## config.mk

```make
export PLATFORM = sky130hd
export DESIGN_NAME = fstk_contrast
export DESIGN_NICKNAME = d
export VERILOG_FILES = /design/src/rtl/fstk_pkg.sv /design/src/rtl/fstk_contrast.sv
export SDC_FILE = /design/constraint.sdc
export NUM_CORES = 1
export LEC_CHECK = 0
export BUFFER_PORTS_ARGS = -buffer_cell sky130_fd_sc_hd__buf_2
export CORE_MARGIN = 5
export CORE_UTILIZATION = 55
export CTS_BUF_LIST = sky130_fd_sc_hd__clkbuf_16
export DETAILED_ROUTE_END_ITERATION = 8
export PLACE_DENSITY = 0.77
export SLEW_MARGIN = 10
export SYNTH_ARGS = -nofsm -noshare
export SYNTH_HDL_FRONTEND = slang
export SYNTH_SLANG_ARGS = --single-unit
export TNS_END_PERCENT = 50
```

## constraint.sdc

```tcl
create_clock -name clk -period 10.75 [get_ports clk]
set_input_delay 1.6125 -clock clk [delete_from_list [all_inputs] [get_ports clk]]
set_output_delay 1.6125 -clock clk [all_outputs]
set_load 0.05 [all_outputs]
```

## src/rtl/fstk_pkg.sv

```systemverilog
// Package for the focus stack merge block: word types, register indexes,
// reset values and gray weights. No dependencies.
package fstk_pkg;

    // Input word: one pixel of one image of the stack
    typedef struct packed {
        logic [7:0] in_red;
        logic [7:0] in_green;
        logic [7:0] in_blue;
        logic [7:0] in_alpha;
    } in_word_t;

    // Output word: one merged pixel
    typedef struct packed {
        logic [9:0] out_row;
        logic [9:0] out_col;
        logic [7:0] out_red;
        logic [7:0] out_green;
        logic [7:0] out_blue;
        logic [7:0] out_alpha;
        logic [3:0] chosen_image;
        logic       frame_done;
    } out_word_t;

    // Control from the sequencer to the contrast unit
    typedef struct packed {
        logic clear_best;
        logic start_win;
        logic take;
        logic judge;
    } cu_ctrl_t;

    localparam int CFG_DATA_W = 11;
    localparam int CFG_IDX_W  = 2;
    localparam logic [CFG_IDX_W-1:0] REG_IMAGE_COUNT  = 2'd0;
    localparam logic [CFG_IDX_W-1:0] REG_FRAME_WIDTH  = 2'd1;
    localparam logic [CFG_IDX_W-1:0] REG_FRAME_HEIGHT = 2'd2;

    localparam logic [4:0]  IMAGE_COUNT_RST  = 5'd11;
    localparam logic [10:0] FRAME_WIDTH_RST  = 11'd1024;
    localparam logic [10:0] FRAME_HEIGHT_RST = 11'd1024;

    localparam int DEF_MAX_WIDTH  = 1024;
    localparam int DEF_MAX_HEIGHT = 1024;
    localparam int DEF_MAX_IMAGES = 16;

    localparam int GRAY_W = 15;
    localparam logic [GRAY_W-1:0] GRAY_MAX  = 15'd25500;
    localparam logic [GRAY_W-1:0] WT_RED    = 15'd21;
    localparam logic [GRAY_W-1:0] WT_GREEN  = 15'd72;
    localparam logic [GRAY_W-1:0] WT_BLUE   = 15'd7;

endpackage

```

## src/rtl/fstk_contrast.sv

```systemverilog
// Shared min/max and best-contrast unit for the focus stack merge block.
// Depends on fstk_pkg.
module fstk_contrast
    import fstk_pkg::*;
#(
    parameter int KIX_W = 4
) (
    input  logic              clk,
    input  logic              rst_n,
    input  cu_ctrl_t          ctrl,
    input  logic [GRAY_W-1:0] sample,
    input  logic [KIX_W-1:0]  image_idx,
    output logic [KIX_W-1:0]  best_k
);
    logic [GRAY_W-1:0] lo_reg, hi_reg, best_reg;
    logic              best_valid_reg;
    logic [KIX_W-1:0]  best_k_reg;
    logic [GRAY_W-1:0] contrast;

    assign contrast = hi_reg - lo_reg;
    assign best_k   = best_k_reg;

    // Track window extremes, then keep the first strictly largest contrast
    always_ff @(posedge clk or negedge rst_n)
    begin
        if (!rst_n)
        begin
            best_valid_reg <= 1'b0;
        end
        else if (ctrl.clear_best)
        begin
            best_valid_reg <= 1'b0;
        end
        else if (ctrl.judge)
        begin
            best_valid_reg <= 1'b1;
        end
    end

    always_ff @(posedge clk)
    begin
        if (ctrl.start_win)
        begin
            lo_reg <= GRAY_MAX;
            hi_reg <= '0;
        end
        else if (ctrl.take)
        begin
            if (sample < lo_reg)
            begin
                lo_reg <= sample;
            end
            if (sample > hi_reg)
            begin
                hi_reg <= sample;
            end
        end
        if (ctrl.judge && (!best_valid_reg || contrast > best_reg))
        begin
            best_reg   <= contrast;
            best_k_reg <= image_idx;
        end
    end
endmodule

```

Yosys cells after proc, flatten, opt, wreduce, memory -nomap -nowiden
Index checks and enable logic that the tools add are counted.
{"block": "word_totals", "elab_cells": 17, "ff_bits": 50, "output_inout_bits": 4}
{"block": "op_classes", "n_mux": 2, "magnitude_cmp": 3, "add_sub_neg": 1, "n_reduce_logical": 6}
{"operator": "$gt 15x15->1", "n": 2}
{"operator": "$lt 15x15->1", "n": 1}
{"operator": "$sub 15x15->15", "n": 1}
{"operator": "$reduce_and 2->1", "n": 2}
{"operator": "$mux 1", "n": 2}
{"operator": "$reduce_bool 2->1", "n": 1}
{"operator": "$logic_and 1x1->1", "n": 1}
{"operator": "$logic_not 1->1", "n": 1}
{"operator": "$logic_or 1x1->1", "n": 1}

Longest topological paths before layout
{"block": "logic_depth", "word_depth": 4, "mapped_depth": 16, "depth_no_buf": 16}

Worst setup path before layout
Ideal clock, no wire load.
{"block": "synth_timing", "path_type": "register to register", "from": "reg hi_reg[0]", "to": "reg best_k_reg[0] (netlist: best_k[0]), enable pin", "path_stages_with_launch": 15, "setup_slack_ns": 6.806, "setup_time_ns": 0.402, "arrival_ns": 3.542, "required_time_ns": 10.348, "cell_sequence": "dfxtp_1 > inv_1 > ha_1 > fa_1 > nor2b_1 > o2111ai_1 > a211oi_1 > o22ai_1 > mux2_2 > nand3_1 > ha_1 > nand4_1 > o21ai_0 > a211oi_1 > o22ai_1"}
{"block": "synth_between", "elab_chain_cells": 4}
{"element": "from (decl)", "line": "fstk_contrast.sv:15", "rtl": "logic [GRAY_W-1:0] lo_reg, hi_reg, best_reg;"}
{"element": "from (signal assigned)", "line": "fstk_contrast.sv:55", "rtl": "hi_reg <= sample;"}
{"element": "$sub 15x15->15", "line": "fstk_contrast.sv:20", "rtl": "assign contrast = hi_reg - lo_reg;"}
{"element": "named net contrast[14]", "line": "fstk_contrast.sv:18", "rtl": "logic [GRAY_W-1:0] contrast;"}
{"element": "$gt 15x15->1", "line": "fstk_contrast.sv:58", "rtl": "if (ctrl.judge && (!best_valid_reg || contrast > best_reg))"}
{"element": "$logic_or 1x1->1", "line": "fstk_contrast.sv:58"}
{"element": "$logic_and 1x1->1", "line": "fstk_contrast.sv:58"}
{"element": "to (signal assigned)", "line": "fstk_contrast.sv:61", "rtl": "best_k_reg <= image_idx;"}
{"element": "to (decl)", "line": "fstk_contrast.sv:17", "rtl": "logic [KIX_W-1:0] best_k_reg;"}
The timed path passes the listed nets, and every way through them passes these cells.
A chain may end at the register's enable or synchronous reset.

Worst setup path in the final report
{"block": "layout_timing", "from": "reg hi_reg[0]", "to": "reg best_reg[3], enable pin"}
{"block": "layout_between", "elab_chain_cells": 4}
{"element": "$sub 15x15->15", "line": "fstk_contrast.sv:20"}
{"element": "named net contrast[12]", "line": "fstk_contrast.sv:18"}
{"element": "$gt 15x15->1", "line": "fstk_contrast.sv:58"}
{"element": "$logic_or 1x1->1", "line": "fstk_contrast.sv:58"}
{"element": "$logic_and 1x1->1", "line": "fstk_contrast.sv:58"}
{"element": "to (signal assigned)", "line": "fstk_contrast.sv:60", "rtl": "best_reg <= contrast;"}
{"element": "to (decl)", "line": "fstk_contrast.sv:15"}
The timed path passes the listed nets, and every way through them passes these cells.

==> run summary <==
Worst-Skew Late Latency -> 290 ps
total power -> 0.000651 W
final net count -> 499
Vias/cell -> 5.71
CP Data Arrival Time -> 3900 ps
maxcap violations -> 0
CTS Sinks -> 50
CP Launch Type -> flip-flop
die area -> 8270 um2
RSZ-0062 raised after global routing -> false
IO Port Bufs -> 28
Clock power frac -> 27.0%
boundary pin count -> 29
synthesized instance count -> 387
WL final -> 7.29 mm
Peak VDD IR -> 0.105 mV
Non-Filler Instances -> 493
Die W -> 90.9 um
number of synthesized flops with an enable pin -> 19
LEAKAGE -> 1.85 nW
r2r worst-path depth -> 15
Antenna diodes -> 0
Post-Synthesis Cell Area -> 3600 um2
Fill cells -> 549
postcts setup bufs -> 0
remaining global-route overflow -> 0
Net Sw Frac -> 33.1%
CTS Hold Buffers Added -> 0
area leader, netlist -> ha_1
Mapped Nets -> 471
Final setup viols -> 0
clock buffer count from CTS -> 5
status -> completed
initial drt markers -> 160
initial antenna violation count -> 0
power density over the cells -> 164 nW/um2
Post-Syn Area per Cell -> 9.30 um2
final clock skew -> 7.15 ps
FP Rows -> 29
die height -> 90.9 um
number of synthesized register bits -> 50
Required @ worst endpoint -> 10,680 ps
Root Driver -> clkbuf_16
distinct cell type count after synthesis -> 48
Hold Vio Cnt, Final -> 0
core footprint -> 6350 um2
flop-to-flop setup slack -> 6770 ps
post-route ant nets -> 0
Synth Warn # -> 0
Fmax -> 251 MHz
Crit. End Element -> flip-flop
Clock Tree Buf Depth -> 2
most common cell in the netlist -> ha_1
Post-synth top cells -> ha_1, inv_1, nor2_1
part of the cycle the worst path needs -> 37.0%
register area share after synthesis -> 33.2%
hold_ws -> 504 ps
FF-to-FF Start -> hi_reg[0]
CTS clk-pin slew, worst paths -> 70 ps
Global Route Usage Sum -> 17.9%
Residual DRC -> 0
ys async rst share -> 2.00%
Top FF cell, synth -> dfxtp_1
beginning of the worst hold path -> lo_reg[0]
routed len/inst -> 14.8 um
P_int -> 0.000435 W
R2R Path End -> best_reg[3]
Starting Density -> 56.7%
Yosys top cell area share -> 20.2%
area delta synth->final -> 10.3%
Pins Over Slew Limit -> 0
# placed instances -> 485
htree depth -> 2
drt pass-1 iters -> 4
Slew Limit Headroom -> 37.0%
area occupied by multi-input gates -> 2180 um2
Combinational Power Share -> 34.7%
vias in the first global route -> 2,698
via count of the routed design -> 2,817
worst hold path endpoint -> lo_reg[0]
register area -> 1200 um2
first-pass GRT wire length -> 12.5 mm
Sw Pwr -> 0.000216 W
Max Fanout on Critical Path -> 19
fin crit period -> 3980 ps
hpwl dp -> 5.79 mm
RD Place Congestion -> 0.844
crit path kind -> reg -> reg
top cells by area, synth -> ha_1, dfxtp_1, edfxtp_1
share of layout cells above drive strength 1 -> 13.5%
CTS tree -> built
pin count of the biggest net entering global routing -> 45
worst min path class -> reg -> reg
Seq pwr share -> 38.3%
Worst Tran Pin Value -> 945 ps
Min-Delay Path Depth -> 2
total negative slack -> 0 ps
cts repair resizes -> 0
-- placed cells by master, fill, tap and decap left out, types with 7 or more instances in the layout --
cell type  synthesis  routed
ha_1              58      58
inv_1             50      50
nor2_1            50      50
dfxtp_1           30      30
buf_2              0      28
a21oi_1           24      24
mux2i_1           23      23
edfxtp_1          19      19
nand2_1           13      13
o21ai_0           10      10
nand2b_1           9       9
nand4_1            9       9
nand3_1            8       8
xnor2_1            8       8
a21o_1             7       7
-- area by class of cell --
| cell class | count | share of cell area (%) |
|---|---|---|
| Multi-Input combinational cell | 279 | 54.9 |
| Sequential cell | 50 | 30.1 |
| Tap cell | 77 | 2.43 |
| Clock inverter | 3 | 1.01 |
| Inverter | 50 | 4.73 |
| Clock buffer | 5 | 3.15 |
| Timing Repair Buffer | 29 | 3.72 |
-- critical path, cell delays in order (launching register included) --
cell       delay (ps)
dfxtp_1           350
inv_1              50
ha_1              200
fa_1              410
nor2b_1           170
o2111ai_1         150
a211oi_1          290
o22ai_1           180
o311ai_0          400
ha_1              330
a21oi_1           150
nor2b_1            60
o21ai_0           130
o21ai_0           100
a211oi_1          270
o22ai_2           370
-- logic make-up (layout without fill, tap and decap cells) --
kind of cell	count (synthesis)	in the layout	synth area share (%)
AOI/OAI and AO/OA	74	74	14.8
xor gates and xnor gates	11	11	2.68
adders and majority gates	59	59	20.7
buffers and inverters	58	87	6.46
DFF	50	50	33.2
muxes	24	24	6.71
and+or+nand+nor	111	111	15.4
-- power by group through the flow --
stage          clock (W)  combinational [W]  sequential (W)
2_1_floorplan          0           0.000161        0.000261
5_1_grt         0.000187           0.000258        0.000253
3_3_place_gp           0           0.000217        0.000252
6_report        0.000176           0.000226        0.000249
4_1_cts         0.000180           0.000227        0.000249
3_5_place_dp           0           0.000225        0.000254
-- per-layer routing --
| metal | vias to the layer above | global-route usage, % | wire length [um] |
|---|---|---|---|
| met4 | 0 | 3.67 | 51 |
| met3 | 6 | 2.75 | 383 |
| met1 | 1321 | 24.5 | 3460 |
| met2 | 61 | 30.2 | 3400 |
| met5 | - | 0 | 0 |
| li1 | 1429 | - | - |
-- worst max path at each step --
stage | startpoint | to | slack, ps
final | hi_reg[0] | best_reg[3] | 6770
after global routing | hi_reg[0] | best_reg[5] | 6320
after CTS | hi_reg[0] | best_reg[0] | 6760
after detailed placement | hi_reg[0] | best_k[2] | 6770
after global placement | hi_reg[0] | best_k[0] | 6880
after floorplan | hi_reg[0] | best_k[0] | 6810
-- through the flow --
| step | instance area (um2) | worst slack, ps | utilization (%) |
|---|---|---|---|
| 3_3_place_gp | 3810 | 6880 | 59.9 |
| 2_1_floorplan | 3600 | 6810 | - |
| 3_5_place_dp | 3810 | 6770 | 59.9 |
| 4_1_cts | 3970 | 6760 | 62.5 |
| 6_report | 3970 | 6770 | 62.5 |
| 5_1_grt | 3970 | 6320 | 62.5 |
Note: power is estimated with default switching activity, not from simulation.
