==> src/rtl/fstk_ram.sv <==
// Generic single-write, single-read RAM with registered read data.
// No dependencies.
module fstk_ram #(
    parameter int WIDTH = 8,
    parameter int DEPTH = 16
) (
    input  logic                     clk,
    input  logic                     we,
    input  logic [$clog2(DEPTH)-1:0] waddr,
    input  logic [WIDTH-1:0]         wdata,
    input  logic                     re,
    input  logic [$clog2(DEPTH)-1:0] raddr,
    output logic [WIDTH-1:0]         rdata
);
    logic [WIDTH-1:0] mem [DEPTH];

    // Write port and registered read port
    always_ff @(posedge clk)
    begin
        if (we)
        begin
            mem[waddr] <= wdata;
        end
        if (re)
        begin
            rdata <= mem[raddr];
        end
    end
endmodule

==> config.mk <==
export PLATFORM = sky130hd
export DESIGN_NAME = fstk_ram
export DESIGN_NICKNAME = d
export VERILOG_FILES = /design/src/rtl/fstk_ram.sv
export SDC_FILE = /design/constraint.sdc
export NUM_CORES = 1
export LEC_CHECK = 0
export BUFFER_PORTS_ARGS = -buffer_cell sky130_fd_sc_hd__buf_2
export CAP_MARGIN = 20
export CORE_ASPECT_RATIO = 0.75
export CORE_MARGIN = 10
export CORE_UTILIZATION = 60
export DETAILED_ROUTE_END_ITERATION = 10
export GPL_TIMING_DRIVEN = 0
export PLACE_DENSITY = 0.89
export SLEW_MARGIN = 25
export SYNTH_ARGS = -nofsm -noshare
export SYNTH_HDL_FRONTEND = slang
export SYNTH_SLANG_ARGS = --single-unit
==> constraint.sdc <==
create_clock -name clk -period 2.35 [get_ports clk]
set_input_delay 0.5875 -clock clk [delete_from_list [all_inputs] [get_ports clk]]
set_output_delay 0.5875 -clock clk [all_outputs]
set_load 0.05 [all_outputs]
### After elaboration in Yosys (flattened, before gate mapping)

Memory sizes are Yosys's and may differ from the RTL's. A register that Yosys moved wholly into a read port is not among the register bits.
Cells that the tools add are included.

| cells by class | value |
|---|---|
| mux-type cells | 2 |

Operators with widths:

| kind | number |
|---|---|
| $mux 1 | 2 |

| storage, ports and cells | value |
|---|---|
| register bits after elaboration | 0 |
| bits in writable memories | 128 |
| output and inout port bits | 8 |
| memories | 1 |

Memories:

| name | depth | width | rd ports | clocked after Yosys merged registers in | wr ports | RTL line | RTL |
|---|---|---|---|---|---|---|---|
| mem | 16 | 8 | 1 | 1 | 1 | 15 | `logic [WIDTH-1:0] mem [DEPTH];` |

### Depth between registers and ports, before layout

Gate-level depths: netlist of run 1.

| logic depth | value |
|---|---|
| depth after elaboration | 2 |
| mapped depth | 5 |
| gate-level depth less buffers | 3 |

### Least setup slack after synthesis of run 1

No wires, ideal clock.

| timing path | value |
|---|---|
| path kind | in2reg |
| start point | in waddr[2] |
| end point | mem mem[0][0], enable pin |
| setup time | 383 ps |
| arrival time | 1697 ps |
| required time | 1967 ps |
| slack | 270 ps |
| cell stages on the path | 2 |
| path buffers | 0 |
| path through | or3b_2 -> nor3_1 |

RTL lines:

| what | RTL line | RTL |
|---|---|---|
| start: declaration | 9 | `input logic [$clog2(DEPTH)-1:0] waddr,` |
| end: declaration | 15 |  |

No word-level cell before the write port.

### Worst setup path in the final report of run 1

| timing path | value |
|---|---|
| start point | in waddr[2] |
| end point | mem mem[2][0], enable pin |

No word-level cell before the write port.

==> results of run 1 <==
worst max-delay path: stages:
cell and delay [ps]:
buf_2 130, or3b_2 530, nor2_1 700
Yosys cell counts (all sizes together):
| library cell | count |
|---|---|
| edfxtp | 136 |
| mux4 | 32 |
| a22oi | 16 |
| nor2 | 13 |
| nand2 | 9 |
| buf | 7 |
| nor3 | 4 |
| clkdlybuf4s25 | 3 |
| nand2b | 2 |
| nand3b | 2 |
| and2 | 1 |
| and2b | 1 |
| nand3 | 1 |
| nor2b | 1 |
| or3b | 1 |
per-stage QoR:
step	hold WS, ps	setup TNS (ps)
floorplan	686.4	0
global placement	740.4	-1598
detailed placement	755.2	0
CTS	513.9	0
global route	515.2	0
finish	522.5	0
placed cells by master (no fill, tap or decap):
cell	instances
nor2_1	13
a22oi_1	16
mux4_1	14
edfxtp_1	136
clkinv_2	3
buf_4	1
nand3_1	1
clkdlybuf4s25_2	3
buf_2	28
mux4_2	18
clkinv_1	1
nor3_2	4
clkinv_4	2
buf_6	3
nand2_1	9
or3b_2	1
clkbuf_16	17
inv_6	3
nor2b_1	1
and2_1	1
bufinv_16	3
and2b_1	1
nand2b_1	2
clkinvlp_4	3
nand3b_1	2
cell type report:
class,count,area (µm²),area share [%]
buffer,10,86.33,1.413
clock buffer,17,425.4,6.964
tap,108,135.1,2.212
multi-input combinational,83,1077,17.64
sequential,136,4084,66.86
clock inverter,15,175.2,2.868
timing repair buffer,25,125.1,2.048
kinds of logic (layout without fill, tap and decap cells):
| kind of cell | Yosys count | count (layout) |
|---|---|---|
| flip-flops | 136 | 136 |
| AND/OR/NAND/NOR | 35 | 35 |
| multiplexers | 32 | 32 |
| AO/OA/AOI/OAI | 16 | 16 |
| buffers and inverters | 10 | 67 |
sequential cells by signal (all words and copies together), names as in the netlist:
signal and flops:
rdata 8, mem 128
metal layers:
metal / vias up / GRT usage [%] / wire (µm)
met2: 140 / 26.86 / 5219
li1: 1074 / - / -
met5: - / 0 / 0
met4: 0 / 5.527 / 106
met3: 17 / 6.309 / 1051
met1: 1320 / 24.14 / 4311
power by group through the flow:
stage	clock [µW]	sequential (µW)	combinational, µW
2_1_floorplan	0	2840	138
3_3_place_gp	0	2790	286
3_5_place_dp	0	2800	300
4_1_cts	2710	2750	303
5_1_grt	2820	2750	324
6_report	2670	2750	301
worst min path at each step:
stage | endpoint | start | slack, ps | depth (start not counted)
3_5_place_dp | rdata[0] | mem[10][0] | 760 | 3
4_1_cts | rdata[1] | re | 510 | 1
6_report | rdata[1] | re | 520 | 1
2_1_floorplan | mem[0][0] | wdata[0] | 690 | 0
3_3_place_gp | rdata[1] | mem[3][1] | 740 | 3
5_1_grt | rdata[1] | re | 520 | 1
==> results by group, run 1 <==
Cells and area
  • Layout cell share with drive strength beyond 1: 31.12%
  • Syn-to-layout area delta: 16.85%
  • Fin nets: 292
  • Fillers: 508
  • # diodes: 0
  • Fin cells: 394
  • Core Util, Final: 71.94%
  • Final Cell Area: 6108 µm²

Timing
  • Tmin final: 1914 ps
  • Final setup viols: 0
  • Period Utilization, post-route: 81.46%
  • Setup ws final: 435.8 ps
  • Relative slew slack: 40.70%
  • Unrepaired setup endpoints after global routing: no
  • Final Hold Viols: 0
  • Clock Skew: 8.060 ps
  • Slew Limit Fails: 0
  • Fmax: 0.5224 GHz
  • Slew @ Worst Pin: 886.2 ps

Synth
  • Compound-Gate Fraction of Synth Area: 2.298%
  • Seq/Total Area, Yosys: 78.12%
  • Syn Inst Count: 229
  • Netlist Area Pre-Place: 5228 µm²
  • Post-synthesis mux area share: 14.79%
  • Number of distinct library cells after synthesis: 18
  • Largest family of logic cells by synthesized area: multiplexers
  • Synth warn: 0
  • Yosys top cell area share: 78.12%
  • Post-Synth Simple-Gate Area: 3.135%
  • Avg Cell Area, Syn: 22.83 µm²
  • Synth top area cells: edfxtp_1, mux4_2, mux4_1, a22oi_1, nor2_1
  • Synth Register Bits: 136
  • Post-synth top area cell: edfxtp_1
  • Post-synthesis net count: 248
  • Synth Area in XOR/XNOR: 0%
  • Area share of fa/ha/maj cells after synthesis: 0%

Drt
  • Drt first pass iters: 5
  • Final ANT Viol Nets: 0
  • Total wire length: 10,690 µm
  • Residual DRC count: 0
  • Initial DRC Count: 221
  • Mean routed wirelength per cell: 27.13 µm
  • DR vias/cell: 6.475
  • Vias: 2,551

GRT
  • Tot GR Track Use: 17.87%
  • First-pass GRT wire length: 16,420 µm
  • Vias in the first global route: 2,671
  • Initial antenna violation count: 0
  • GRT Residual Overflow: 0
  • Largest net degree at the start of global routing: 17

CTS
  • TritonCTS clock tree: yes
  • Number of gates resized after cts: 0
  • Clock root buffer master: clkbuf_16
  • Worst skew pair latency: 420 ps
  • CTS Buf Count: 17
  • Hold_buf cts: 0
  • Longest Clk Path Bufs: 2
  • Post-CTS setup buffers: 0
  • Htree depth: 4
  • Clk sink count: 136
  • Clk slew on worst S/H paths: 60 ps

Placement
  • Pre-CTS WS: 23.35 ps
  • Port Buffers: 25
  • Routability cong.: 0.7919
  • Dpl cells: 362
  • Placed inst area: 5508 µm²
  • HPWL after DPL: 6681 µm

Pwr
  • Internal: 4509 µW
  • Sequential Power Share: 48.0%
  • P per Cell Area: 936.7 nW/µm²
  • Logic gate share of total power: 5.3%
  • Clock Power Share: 46.7%
  • Sw Share: 21.20%
  • LEAKAGE: 0.002046 µW
  • NetSw: 1213 µW
  • VDD IR max: 617.2 µV
  • Pwr Total: 5722 µW

Setup path
  • Worst Setup Path Type: input port to flop
  • FF-to-FF path depth: 3
  • WP data arrival: 1950 ps
  • CP startpoint: waddr[2]
  • Element type at the critical path end: flop
  • Startpoint types: input port
  • Crit path to: mem[2][0]
  • RR Startpoint: mem[6][2]
  • FF-to-FF setup slack: 780 ps
  • Worst EP required: 2390 ps
  • Worst reg2reg endpoint: rdata[2]
  • Crit path max fanout: 8

Floorplanning
  • Top Ports: 27
  • Site Rows: 29
  • DIE AREA: 12,880 µm²
  • Core area: 8491 µm²
  • Die X-Extent: 127.8 µm
  • Height of the die: 100.8 µm
  • Initial core utilization: 61.57%

Status
  • Status: complete, no violations

Hold path
  • Hold Crit Class: input port to flop

Job
  • Max cap viols: 0
Power figures use the tool's default switching activity.
==> inputs of run 2 (changes only) <==
Settings changed: CORE_UTILIZATION 60 to 54, PLACE_DENSITY 0.89 to 0.85.
Clock period 2.35 ns to 1.65 ns, I/O delays scaled along.
==> run 2 against run 1 <==
Die area grew 9.1%. Non-clock buffer count is the same. Via count shrank 6.5%. First-iteration DRC count grew 5.0%.
==> results by group, run 2 (synthesis gave the netlist of run 1 again) <==
GRT
  • Initial antenna violation count: 0 (unchanged)
  • GRT Residual Overflow: 0 (unchanged)
  • Vias in the first global route: 2,501 (-6.4%)
  • Tot GR Track Use: 14.69% (-3.2 points)
  • First-pass GRT wire length: 15,090 µm (-8.1%)
  • Largest net degree at the start of global routing: 17 (unchanged)

Timing
  • Period Utilization, post-route: 92.35%
  • Unrepaired setup endpoints after global routing: no
  • Clock Skew: 7.049 ps (-1.011 ps)
  • Relative slew slack: 47.55% (+6.8 points)
  • Slew Limit Fails: 0 (unchanged)
  • Final Hold Viols: 0 (unchanged)
  • Hold_ws: 340.8 ps (-181.7 ps)
  • Fmax: 0.6563 GHz
  • Tmin final: 1524 ps
  • Final setup viols: 0 (unchanged)
  • Slew @ Worst Pin: 783.9 ps (-102.3 ps)

Cells and area
  • Fillers: 628 (+24%)
  • Layout cell share with drive strength beyond 1: 32.75% (+1.6 points)
  • Core Util, Final: 63.72% (-8.2 points)
  • Largest regs: mem: 128 flops, rdata: 8 flops
  • Largest Register: mem
  • Fin cells: 416 (+5.6%)
  • Final Cell Area: 6080 µm² (-0.47%)
  • Syn-to-layout area delta: 16.30%
  • Commonest non-fill, non-tap cell in the layout: edfxtp_1
  • Fin nets: 292 (unchanged)
  • Max reg flops: 128 (unchanged)
  • Most frequent cells in the layout: edfxtp_1, buf_2, mux4_2
  • # diodes: 0 (unchanged)

Floorplanning
  • Top Ports: 27 (unchanged)
  • Height of the die: 105.2 µm (+4.3%)
  • Core area: 9542 µm² (+12%)
  • Die X-Extent: 133.6 µm (+4.6%)
  • Initial core utilization: 54.79% (-6.8 points)
  • DIE AREA: 14,060 µm² (+9.1%)
  • Site Rows: 31 (+6.9%)

Setup path
  • RR Startpoint: mem[2][2]
  • Worst EP required: 1800 ps (-590 ps)
  • Startpoint types: flop
  • WP data arrival: 1670 ps (-280 ps)
  • FF-to-FF setup slack: 130 ps (-650 ps)
  • Worst Setup Path Type: flop to flop
  • Crit path max fanout: 1 (-7)
  • Element type at the critical path end: flop
  • Worst reg2reg endpoint: rdata[2]
  • FF-to-FF path depth: 3 (unchanged)

CTS
  • Clock root buffer master: clkbuf_16
  • Longest Clk Path Bufs: 2 (unchanged)
  • TritonCTS clock tree: yes
  • Clk sink count: 136 (unchanged)
  • Post-CTS setup buffers: 0 (unchanged)
  • Htree depth: 4 (unchanged)
  • CTS Buf Count: 17 (unchanged)
  • Clk slew on worst S/H paths: 60 ps (about the same)
  • Worst skew pair latency: 410 ps (about the same)

Drt
  • Initial DRC Count: 232 (+5.0%)
  • DR vias/cell: 5.731 (-11%)
  • Residual DRC count: 0 (unchanged)
  • Drt first pass iters: 4 (-1)
  • Final ANT Viol Nets: 0 (unchanged)
  • Total wire length: 9612 µm (-10%)
  • Met3 WL post-DR: 993 µm (-5.5%)
  • Vias: 2,384 (-6.5%)
  • Mean routed wirelength per cell: 23.11 µm (-15%)
  • Met1 WL: 3690 µm (-14%)
  • Met2 WL post-DR: 4799 µm (-8.0%)
  • Top routing layer used: met4

Hold path
  • WHS Endpoint: rdata[5]
  • Hold Path Cell Cnt: 1 (unchanged)
  • Hold Crit Class: input port to flop
  • Min-delay src: re

Placement
  • Routability cong.: 0.7934 (+0.19%)
  • Placed inst area: 5523 µm² (+0.27%)
  • HPWL after DPL: 6175 µm (-7.6%)
  • Port Buffers: 25 (unchanged)
  • Dpl cells: 386 (+6.6%)

Pwr
  • VDD IR max: 589.9 µV (-4.4%)
  • Pwr Total: 7811 µW (+37%)
  • LEAKAGE: 0.001996 µW (-2.4%)
  • P per Cell Area: 1285 nW/µm² (+37%)

Job
  • Max cap viols: 0 (unchanged)

Status
  • Status: complete, no violations
-- run 2: cell types whose count changed in the layout (fill, tap and decap cells not counted), moves of 2 or more --
cell	before	now
nor2_1	13	10
clkbuf_1	0	4
buf_8	0	2
nor2_2	0	3
mux4_2	18	25
inv_6	3	1
mux4_1	14	7
clkinv_4	2	0
-- run 2: layout make-up --
cell class / count / area (µm²) / share of cell area [%]
buffer: 10 / 97.59 / 1.605
timing repair buffer: 25 / 125.1 / 2.058
multi-input combinational: 83 / 1065 / 17.51
sequential: 136 / 4084 / 67.17
clock buffer: 21 / 440.4 / 7.244
clock inverter: 9 / 102.6 / 1.688
tap: 132 / 165.2 / 2.717
-- run 2: repair_timing --
| item | 4_1_cts | 5_1_grt |
|---|---|---|
| endpoints found under the setup margin | 12 | 16 |
| hold buffers | 0 | 0 |
| resized for setup | 2 | 2 |
| hold endpoints to repair | 0 | 0 |
-- run 2: routing by layer --
metal | up-vias | global-route usage [%]
met2 | 87 | 22.60
met5 | - | 0
li1 | 1061 | -
met1 | 1222 | 18.89
met4 | 0 | 6.589
met3 | 14 | 4.649
-- run 2: worst max-delay path by stage --
stage / start / endpoint
floorplan: waddr[2] / mem[3][0]
global placement: waddr[3] / mem[4][7]
detailed placement: waddr[2] / mem[3][1]
CTS: waddr[2] / mem[1][6]
global route: mem[1][0] / rdata[0]
finish: mem[2][2] / rdata[2]
-- run 2: critical path, stage by stage (launching register included) --
cell      delay [ps]
edfxtp_1         370
mux4_2           510
a22oi_1          270
nand2_1          110
-- run 2: power breakdown --
part	internal, µW	total (µW)	switching, µW
clock network	2190	3470	1270
registers	3900	3910	17.1
logic	156	430	274
total	6250	7810	1570
-- run 2: through the flow --
step | setup TNS (ps) | setup WS [ps]
after floorplan | -848.9 | -28.65
after global placement | -31620 | -484.3
after detailed placement | -27300 | -459.3
after CTS | 0 | 4.522
after global routing | 0 | 71.15
final | 0 | 126.2
